### src/hdl/assert_macros.svh
// Assertion macros used by the top-level RTL file.
`ifndef ASSERT_MACROS_SVH
`define ASSERT_MACROS_SVH
`ifndef SYNTH
// Same-cycle implication, held off during reset.
`define ASSERT_IMPLIES(label, clk, rst_n, ante, cons) \
    label: assert property (@(posedge clk) disable iff (!(rst_n)) (ante) |-> (cons)) \
        else $error("assertion failed: implication");
// Next-cycle implication, held off during reset.
`define ASSERT_NEXT(label, clk, rst_n, ante, cons) \
    label: assert property (@(posedge clk) disable iff (!(rst_n)) (ante) |=> (cons)) \
        else $error("assertion failed: next-cycle implication");
`else
`define ASSERT_IMPLIES(label, clk, rst_n, ante, cons)
`define ASSERT_NEXT(label, clk, rst_n, ante, cons)
`endif
`endif

### src/hdl/vsr_pkg.sv
// Types and constants of the video segment reassembler.
`timescale 1ns / 1ps
package vsr_pkg;

    localparam int SEG_BITS   = 7;
    localparam int PREFIX_LEN = 5;

    localparam logic [7:0] LAST_SEG_RESET = 8'hFF;
    localparam logic [3:0] PERIOD_RESET   = 4'd8;
    localparam logic [4:0] NAL_TYPE_SPS   = 5'd7;
    localparam logic [7:0] START_CODE_ONE = 8'h01;

    // Byte position inside a datagram.
    typedef enum logic [1:0] {
        POS_FRAME   = 2'd0,
        POS_SEGMENT = 2'd1,
        POS_PAYLOAD = 2'd2
    } t_pos;

    // Result kinds.
    typedef enum logic [1:0] {
        KIND_PAYLOAD = 2'd0,
        KIND_FORWARD = 2'd1,
        KIND_DROP    = 2'd2,
        KIND_ABANDON = 2'd3
    } t_kind;

    // One result word.
    typedef struct packed {
        t_kind       kind;
        logic [7:0]  payload;
        logic [7:0]  frame_number;
        logic        request_sps;
        logic        run_last;
    } t_result;

    // One queue entry: all results of one input byte (one or two words).
    typedef struct packed {
        t_result first;
        t_result second;
        logic    two;
    } t_entry;

endpackage

### src/hdl/vsr_front.sv
// Front end: accepts datagram bytes, tracks frame/segment state, builds result entries.
`timescale 1ns / 1ps
module vsr_front
    import vsr_pkg::*;
(
    input  logic       i_clk,
    input  logic       i_rst_n,
    input  logic       i_valid,
    input  logic [7:0] i_byte_value,
    input  logic       i_packet_end,
    input  logic       i_queue_full,
    input  logic       i_cfg_wr_en,
    input  logic [3:0] i_cfg_wr_data,
    output logic       o_stall,
    output logic       o_push,
    output t_entry     o_entry
);

    t_pos       r_pos, n_pos;
    logic [7:0] r_header, n_header;
    logic [7:0] r_cur, n_cur;
    logic [7:0] r_last_seg, n_last_seg;
    logic       r_fseen, n_fseen;
    logic       r_disc, n_disc;
    logic       r_sps, n_sps;
    logic [3:0] r_fsr, n_fsr;
    logic [3:0] r_period;
    logic [2:0] r_pcount, n_pcount;
    logic [7:0] r_prefix [PREFIX_LEN];
    logic [7:0] n_prefix [PREFIX_LEN];

    logic       w_accept;
    logic       w_end_of_dgram;

    assign w_accept       = i_valid && !i_queue_full;
    assign o_stall        = i_queue_full;
    assign w_end_of_dgram = (r_pos != POS_FRAME) && i_packet_end;

    // Next byte position.
    always_comb begin
        n_pos = r_pos;
        if (w_accept) begin
            case (r_pos)
                POS_FRAME: begin
                    n_pos = i_packet_end ? POS_FRAME : POS_SEGMENT;
                end
                default: begin
                    n_pos = i_packet_end ? POS_FRAME : POS_PAYLOAD;
                end
            endcase
        end
    end

    // Datapath and result building.
    always_comb begin
        logic [SEG_BITS-1:0] seg;
        logic                changed;
        logic [7:0]          ls_base;
        logic [7:0]          ls_inc;
        logic                sps_match;
        logic                sps_now;
        logic                have_first;
        logic                have_verdict;
        t_result             first;
        t_result             verdict;

        n_header   = r_header;
        n_cur      = r_cur;
        n_last_seg = r_last_seg;
        n_fseen    = r_fseen;
        n_disc     = r_disc;
        n_sps      = r_sps;
        n_fsr      = r_fsr;
        n_pcount   = r_pcount;
        n_prefix   = r_prefix;
        seg        = i_byte_value[SEG_BITS-1:0];
        changed    = 1'b0;
        ls_base    = r_last_seg;
        ls_inc     = r_last_seg;
        sps_match  = 1'b0;
        sps_now    = r_sps;
        have_first   = 1'b0;
        have_verdict = 1'b0;
        first      = '0;
        verdict    = '0;

        if (w_accept) begin
            case (r_pos)
                POS_FRAME: begin
                    n_header = i_byte_value;
                end
                POS_SEGMENT: begin
                    changed = (r_header != r_cur);
                    n_fseen = i_byte_value[SEG_BITS];
                    if (changed) begin
                        ls_base = {1'b0, seg} - 8'd1;
                        n_cur   = r_header;
                        if (seg != '0) begin
                            n_disc = 1'b1;
                        end
                    end
                    ls_inc = ls_base + 8'd1;
                    if (ls_inc[SEG_BITS-1:0] != seg) begin
                        n_disc = 1'b1;
                    end
                    n_last_seg = {1'b0, seg};
                    if (changed || n_disc) begin
                        if (r_pcount != '0) begin
                            have_first         = 1'b1;
                            first.kind         = KIND_ABANDON;
                            first.frame_number = r_cur;
                        end
                        n_pcount = '0;
                    end
                end
                default: begin
                    if (!r_disc) begin
                        have_first         = 1'b1;
                        first.kind         = KIND_PAYLOAD;
                        first.payload      = i_byte_value;
                        first.frame_number = r_cur;
                        if (r_pcount < 3'(PREFIX_LEN)) begin
                            n_prefix[r_pcount] = i_byte_value;
                            n_pcount           = r_pcount + 3'd1;
                        end
                    end
                end
            endcase

            // Frame end verdict.
            if (w_end_of_dgram && n_fseen) begin
                have_verdict = 1'b1;
                verdict.kind = KIND_DROP;
                sps_match = (n_pcount >= 3'(PREFIX_LEN)) && (n_prefix[0] == 8'h00)
                         && (n_prefix[1] == 8'h00) && (n_prefix[2] == 8'h00)
                         && (n_prefix[3] == START_CODE_ONE)
                         && (n_prefix[4][4:0] == NAL_TYPE_SPS);
                sps_now = r_sps || sps_match;
                if (!n_disc) begin
                    n_sps = sps_now;
                    if (sps_now) begin
                        verdict.kind = KIND_FORWARD;
                    end else if (r_fsr == r_period) begin
                        verdict.request_sps = 1'b1;
                        n_fsr               = 4'd1;
                    end else begin
                        n_fsr = r_fsr + 4'd1;
                    end
                end
                verdict.frame_number = n_cur;
                n_cur      = n_cur + 8'd1;
                n_last_seg = LAST_SEG_RESET;
                n_disc     = 1'b0;
                n_pcount   = '0;
            end
            if (w_end_of_dgram) begin
                n_fseen = 1'b0;
            end
        end

        // Pack; the last word of the byte carries run_last.
        o_push  = w_accept && (have_first || have_verdict);
        o_entry = '0;
        if (have_first) begin
            o_entry.first          = first;
            o_entry.second         = verdict;
            o_entry.two            = have_verdict;
            o_entry.first.run_last = !have_verdict;
            o_entry.second.run_last = 1'b1;
        end else begin
            o_entry.first          = verdict;
            o_entry.first.run_last = 1'b1;
        end
    end

    always_ff @(posedge i_clk) begin
        if (!i_rst_n) begin
            r_pos      <= POS_FRAME;
            r_header   <= '0;
            r_cur      <= '0;
            r_last_seg <= LAST_SEG_RESET;
            r_fseen    <= 1'b0;
            r_disc     <= 1'b0;
            r_sps      <= 1'b0;
            r_fsr      <= '0;
            r_pcount   <= '0;
            r_period   <= PERIOD_RESET;
        end else begin
            r_pos      <= n_pos;
            r_header   <= n_header;
            r_cur      <= n_cur;
            r_last_seg <= n_last_seg;
            r_fseen    <= n_fseen;
            r_disc     <= n_disc;
            r_sps      <= n_sps;
            r_fsr      <= n_fsr;
            r_pcount   <= n_pcount;
            if (i_cfg_wr_en) begin
                r_period <= i_cfg_wr_data;
            end
        end
    end

    // Prefix bytes: no reset, read only once written.
    always_ff @(posedge i_clk) begin
        r_prefix <= n_prefix;
    end

endmodule

### src/hdl/vsr_queue.sv
// Result queue between front and back; one entry per input byte that has results.
`timescale 1ns / 1ps
module vsr_queue
    import vsr_pkg::*;
#(
    parameter int DEPTH = 4
) (
    input  logic   i_clk,
    input  logic   i_rst_n,
    input  logic   i_push,
    input  t_entry i_entry,
    input  logic   i_pop,
    output logic   o_full,
    output logic   o_empty,
    output t_entry o_head
);

    localparam int PTR_W = (DEPTH > 1) ? $clog2(DEPTH) : 1;
    localparam int CNT_W = $clog2(DEPTH + 1);

    t_entry           r_mem [DEPTH];
    logic [PTR_W-1:0] r_wr, n_wr;
    logic [PTR_W-1:0] r_rd, n_rd;
    logic [CNT_W-1:0] r_count, n_count;
    logic             w_do_push;
    logic             w_do_pop;

    assign o_full    = (r_count == CNT_W'(DEPTH));
    assign o_empty   = (r_count == '0);
    assign o_head    = r_mem[r_rd];
    assign w_do_push = i_push && !o_full;
    assign w_do_pop  = i_pop && !o_empty;

    always_comb begin
        n_wr    = r_wr;
        n_rd    = r_rd;
        n_count = r_count;
        if (w_do_push) begin
            n_wr = (r_wr == PTR_W'(DEPTH - 1)) ? '0 : r_wr + PTR_W'(1);
        end
        if (w_do_pop) begin
            n_rd = (r_rd == PTR_W'(DEPTH - 1)) ? '0 : r_rd + PTR_W'(1);
        end
        if (w_do_push && !w_do_pop) begin
            n_count = r_count + CNT_W'(1);
        end else if (!w_do_push && w_do_pop) begin
            n_count = r_count - CNT_W'(1);
        end
    end

    always_ff @(posedge i_clk) begin
        if (!i_rst_n) begin
            r_wr    <= '0;
            r_rd    <= '0;
            r_count <= '0;
        end else begin
            r_wr    <= n_wr;
            r_rd    <= n_rd;
            r_count <= n_count;
        end
    end

    always_ff @(posedge i_clk) begin
        if (w_do_push) begin
            r_mem[r_wr] <= i_entry;
        end
    end

endmodule

### src/hdl/vsr_back.sv
// Back end: unpacks queue entries into single result words behind an output register.
`timescale 1ns / 1ps
module vsr_back
    import vsr_pkg::*;
(
    input  logic    i_clk,
    input  logic    i_rst_n,
    input  logic    i_empty,
    input  t_entry  i_head,
    input  logic    i_stall,
    output logic    o_pop,
    output logic    o_valid,
    output t_result o_word
);

    logic    r_valid, n_valid;
    logic    r_half, n_half;
    t_result r_word, n_word;
    logic    w_load;

    assign w_load  = !r_valid || !i_stall;
    assign o_valid = r_valid;
    assign o_word  = r_word;

    always_comb begin
        n_valid = r_valid;
        n_half  = r_half;
        n_word  = r_word;
        o_pop   = 1'b0;
        if (w_load) begin
            n_valid = !i_empty;
            if (!i_empty) begin
                n_word = r_half ? i_head.second : i_head.first;
                if (i_head.two && !r_half) begin
                    n_half = 1'b1;
                end else begin
                    n_half = 1'b0;
                    o_pop  = 1'b1;
                end
            end
        end
    end

    always_ff @(posedge i_clk) begin
        if (!i_rst_n) begin
            r_valid <= 1'b0;
            r_half  <= 1'b0;
        end else begin
            r_valid <= n_valid;
            r_half  <= n_half;
        end
    end

    always_ff @(posedge i_clk) begin
        r_word <= n_word;
    end

endmodule

### src/hdl/video_segment_reassembler.sv
// Top level of the video segment reassembler: front end, result queue, back end.
//
//  channel | direction | handshake                | word
//  --------+-----------+--------------------------+------------------------------------------
//  in      | input     | i_in_valid / o_in_stall  | i_byte_value, i_packet_end
//  out     | output    | o_out_valid / i_out_stall| o_kind, o_payload, o_frame_number,
//          |           |                          | o_request_sps, o_run_last
//  cfg     | input     | i_cfg_wr_en              | i_cfg_wr_data (sps request period)
//
// Cycles: one input byte per cycle while o_in_stall is low; the front end updates all frame
//   state in the accepting cycle. Each byte yields zero, one or two words; the output register
//   sends one word per cycle while i_out_stall is low, so a two-word byte uses it twice.
// Path: the queue takes a byte's words at the accepting edge and the output register loads
//   them from the queue head, so each word passes the queue and the output register in turn.
// Reset: synchronous, active low; queue empty, period register back to 8.
// Stalls: o_in_stall rises only when the result queue is full; i_out_stall holds the
//   output register while the queue keeps filling behind it.
`timescale 1ns / 1ps
`include "assert_macros.svh"
module video_segment_reassembler
    import vsr_pkg::*;
#(
    parameter int QUEUE_DEPTH = 4
) (
    input  logic       i_clk,
    input  logic       i_rst_n,
    // input bytes
    input  logic       i_in_valid,
    output logic       o_in_stall,
    input  logic [7:0] i_byte_value,
    input  logic       i_packet_end,
    // results
    output logic       o_out_valid,
    input  logic       i_out_stall,
    output logic [1:0] o_kind,
    output logic [7:0] o_payload,
    output logic [7:0] o_frame_number,
    output logic       o_request_sps,
    output logic       o_run_last,
    // configuration
    input  logic       i_cfg_wr_en,
    input  logic [3:0] i_cfg_wr_data
);

    logic    w_push;
    t_entry  w_entry;
    logic    w_full;
    logic    w_empty;
    t_entry  w_head;
    logic    w_pop;
    t_result w_word;
    logic    w_out_other;    // non-payload word on the out channel
    logic    w_out_request;  // word with a header request on the out channel
    logic    w_out_verdict;  // forward or drop word on the out channel

    // Front end: header parsing, discard tracking, SPS verdicts.
    vsr_front u_front (
        .i_clk         (i_clk),
        .i_rst_n       (i_rst_n),
        .i_valid       (i_in_valid),
        .i_byte_value  (i_byte_value),
        .i_packet_end  (i_packet_end),
        .i_queue_full  (w_full),
        .i_cfg_wr_en   (i_cfg_wr_en),
        .i_cfg_wr_data (i_cfg_wr_data),
        .o_stall       (o_in_stall),
        .o_push        (w_push),
        .o_entry       (w_entry)
    );

    // Entries of one or two words, in byte order.
    vsr_queue #(
        .DEPTH (QUEUE_DEPTH)
    ) u_queue (
        .i_clk   (i_clk),
        .i_rst_n (i_rst_n),
        .i_push  (w_push),
        .i_entry (w_entry),
        .i_pop   (w_pop),
        .o_full  (w_full),
        .o_empty (w_empty),
        .o_head  (w_head)
    );

    // Back end: one word per cycle to the output register while i_out_stall is low.
    vsr_back u_back (
        .i_clk   (i_clk),
        .i_rst_n (i_rst_n),
        .i_empty (w_empty),
        .i_head  (w_head),
        .i_stall (i_out_stall),
        .o_pop   (w_pop),
        .o_valid (o_out_valid),
        .o_word  (w_word)
    );

    assign o_kind         = w_word.kind;
    assign o_payload      = w_word.payload;
    assign o_frame_number = w_word.frame_number;
    assign o_request_sps  = w_word.request_sps;
    assign o_run_last     = w_word.run_last;

    assign w_out_other   = o_out_valid && (o_kind != KIND_PAYLOAD);
    assign w_out_request = o_out_valid && o_request_sps;
    assign w_out_verdict = o_out_valid && (o_kind inside {KIND_FORWARD, KIND_DROP});

    // The front end never pushes into a full queue.
    `ASSERT_IMPLIES(a_no_push_when_full, i_clk, i_rst_n, w_push, !w_full)
    // Only payload words carry a byte.
    `ASSERT_IMPLIES(a_payload_zero, i_clk, i_rst_n, w_out_other, o_payload == 8'h00)
    // A header request rides only on a drop verdict.
    `ASSERT_IMPLIES(a_request_on_drop, i_clk, i_rst_n, w_out_request, o_kind == KIND_DROP)
    // Verdicts always close the run of a byte.
    `ASSERT_IMPLIES(a_verdict_last, i_clk, i_rst_n, w_out_verdict, o_run_last)

endmodule
### config.mk
export PLATFORM = sky130hd
export DESIGN_NAME = video_segment_reassembler
export DESIGN_NICKNAME = d
export VERILOG_FILES = /design/src/hdl/vsr_pkg.sv /design/src/hdl/vsr_front.sv /design/src/hdl/vsr_queue.sv /design/src/hdl/vsr_back.sv /design/src/hdl/video_segment_reassembler.sv
export VERILOG_INCLUDE_DIRS = /design/src /design/src/hdl
export SDC_FILE = /design/constraint.sdc
export NUM_CORES = 1
export LEC_CHECK = 0
export BUFFER_PORTS_ARGS = -buffer_cell sky130_fd_sc_hd__buf_2
export CAP_MARGIN = 15
export CORE_ASPECT_RATIO = 1.4
export CORE_MARGIN = 3
export CORE_UTILIZATION = 41
export CTS_CLUSTER_DIAMETER = 40
export DETAILED_ROUTE_END_ITERATION = 12
export PLACE_DENSITY_LB_ADDON = 0.1
export SYNTH_ARGS = -nofsm -noshare
export SYNTH_HDL_FRONTEND = slang
export SYNTH_SLANG_ARGS = --single-unit
### constraint.sdc
create_clock -name i_clk -period 13.1 [get_ports i_clk]
set_input_delay 0.655 -clock i_clk [delete_from_list [all_inputs] [get_ports i_clk]]
set_output_delay 0.655 -clock i_clk [all_outputs]
set_load 0.01 [all_outputs]
==> qor.yml <==
status: "complete, no violations"
hold_viol_final: 0
fin_setup_tns_ps: 0
viasPerCell: 5.61
syn2layout_area_growth_pct: 14.0
crit_start: "u_front.r_header[7]"
p_leak_nw: 4.45
port_buffers: 39
async_flop_share_pct: 0
synth-seq-cells: 239
fin_nets: 889
arrival_ps: 5610
p_per_area_mw_per_mm2: 184
initial_core_util_pct: 42.3
hold_buffers: 0
setup_viol: 0
ant_nets: 0
fin_skew_ps: 10.6
die_area_mm2: 0.0286
cts_resized: 0
wl_per_cell_um: 20.6
yosys_warnings: 0
drtIter0Drc: 453
worst_pin_slew_ps: 1070
cts_buffer_depth: 3
vias: 6737
min_period_over_period_pct: 39.2
yosysTopAreaCellShare_pct: 52.2
die-height_um: 199
worstPathMaxFanout: 9
clock_latency_ps: 550
worstHoldStart: "i_cfg_wr_data[0]"
grt_usage_pct: 17.7
die_w_um: 144
ios: 40
power_w: 0.00228
maxCapViolations: 0
cp-end-kind: "flip-flop"
numCtsBuffers: 31
required_ps: 13570
cts.clk_slew.worst_paths_ps: 60
diodes: 0
synth_area_mm2: 0.0109
drive_gt1_share_pct: 21.7
path_class: "flip-flop to flip-flop"
critPathLaunchType: "flip-flop"
synth-edff-count: 189
rsz0062_at_grt: "no"
synthTopCellsByArea: "edfxtp_1 52%, dfxtp_1 9.2%, mux4_2 6.8%"
synth_fp_nets: 849
drc: 0
drt_first_pass_iters: 5
ys.flop_type: "edfxtp_1"
grt_first_pass_wirelength_mm: 39.5
ir_drop_mv: 0.111
synth_area_per_cell_um2: 13.3
first_global_vias: 7105
cts_sinks: 239
core_mm2: 0.0257
antenna_found_initial: 0
ys_seq_area_share_pct: 61.4
synth_cell_type_count: 79
dp_hpwl_mm: 16.1
max_freq_ghz: 0.195
yosys.area.top_type: "edfxtp_1"
r2r_start: "u_front.r_header[7]"
cts_max_level: 1
synth_cells: 817
wirelength_mm: 24.7
post_cts_buffers: 0
num_rows: 69
grt_max_degree: 68
globalplace.congestion: 0.855
drv_slew: 0
overflow: 0
relSlewSlack_pct: 28.4
tritoncts: "done"
period_needed_ps: 5140
hold_path_class: "primary input to flip-flop"
cts-root-buf: "clkbuf_16"
## cell usage after synthesis, types with 14 or more instances
master and n:
inv_1 20, mux2_2 32, edfxtp_1 189, nand2_1 99, o21ai_0 21, clkbuf_1 31
mux4_2 33, dfxtp_1 50, nand3_1 22, a21oi_1 30, xnor2_1 18, and2_1 14
mux2i_1 24, nor2_1 55
## critical path: stages, from the launching register on
cell and delay, ps:
dfxtp_1 350, xnor2_1 260, and4_1 460, nand2_1 220, a21oi_1 210, ha_1 280
xor2_1 210, nand2_1 70, a2bb2oi_1 140, o2bb2ai_1 190, or4b_1 520, a2111oi_2 590
or2_2 270, nand3_2 200, ha_1 290, inv_1 70, fa_1 170, xor2_1 80
or3_1 310, a21oi_1 150
## registers in the layout, summed over array words and instances (netlist names), named ones only
| register | flops |
|---|---|
| u_back.o_valid | 1 |
| u_back.o_word | 20 |
| u_back.r_half | 1 |
| u_front.r_cur | 8 |
| u_front.r_disc | 1 |
| u_front.r_fseen | 1 |
| u_front.r_fsr | 4 |
| u_front.r_header | 8 |
| u_front.r_last_seg | 7 |
| u_front.r_pcount | 3 |
| u_front.r_period | 4 |
| u_front.r_pos | 2 |
| u_front.r_prefix | 37 |
| u_front.r_sps | 1 |
| u_queue.r_count | 3 |
| u_queue.r_mem | 132 |
| u_queue.r_rd | 2 |
| u_queue.r_wr | 2 |
## per-stage QoR
step	setup slack, ps	area [µm²]	hold slack [ps]	cells	utilization, %
6_report	7960	12400	353	1200	48.2
5_1_grt	7600	12400	351	1200	48.2
4_1_cts	7990	12400	337	1200	48.2
3_5_place_dp	7830	11400	482	1143	44.2
3_3_place_gp	8010	11400	465	1143	44.2
2_1_floorplan	8400	10900	461	817	-
## final timing paths
path / end / slack, ps / cells past startpoint
worst max register to register: u_queue.r_count[2] / 7960 / 19
worst min register to register: u_back.o_valid / 480 / 2
worst min-delay path: u_front.r_period[0] / 350 / 3
worst max-delay path: u_queue.r_count[2] / 7960 / 19
## layout by cell type, fill, tap and decap left out, types with 7 or more instances in the layout
cell / n
buf_2: 39
nor3_1: 11
xor2_1: 10
mux2i_1: 24
dfxtp_1: 49
o31ai_1: 8
edfxtp_1: 189
nor3b_1: 7
xnor2_1: 18
and3_1: 8
a211oi_1: 7
mux4_2: 33
nor4_1: 8
and2_1: 14
o21ai_0: 21
buf_4: 13
nand2_1: 99
ha_1: 13
o211ai_1: 9
clkbuf_16: 31
nand3_1: 22
nand4_1: 7
a21oi_1: 29
nor2_1: 55
o2111ai_1: 7
inv_1: 19
mux2_2: 32
## power breakdown
group	internal (W)	switching, W
clock	0.000481	0.000334
combinational	0.000198	0.000283
sequential	0.000937	0.0000480
## area by class of cell
cell class | count | area, µm²
clock inverters | 25 | 240
clock buffers | 32 | 779
repair buffers | 52 | 293
multi-input cells | 512 | 3930
flip-flops and latches | 239 | 6680
fillers | 2296 | 13300
inverters | 21 | 78.8
well taps | 319 | 399
## metal layers
layer	up-vias	share of wire (%)	global-route usage [%]
li1	3187	-	-
met1	3350	41	22.2
met2	157	53	32.0
met3	43	4.0	2.38
met4	0	2.2	4.85
met5	-	0	0
## cell families (layout without fill, tap and decap cells)
| kind of cell | Yosys count | in the layout | share of synthesized area [%] |
|---|---|---|---|
| AND/OR/NAND/NOR | 261 | 261 | 11.7 |
| flip-flops | 239 | 239 | 61.4 |
| AO/OA/AOI/OAI | 119 | 119 | 7.88 |
| multiplexers | 89 | 89 | 12.4 |
| buffers and inverters | 66 | 130 | 2.58 |
| XOR/XNOR | 29 | 29 | 2.46 |
| adder cells (fa/ha/maj) | 14 | 14 | 1.68 |
(Power assumes the default switching activity.)
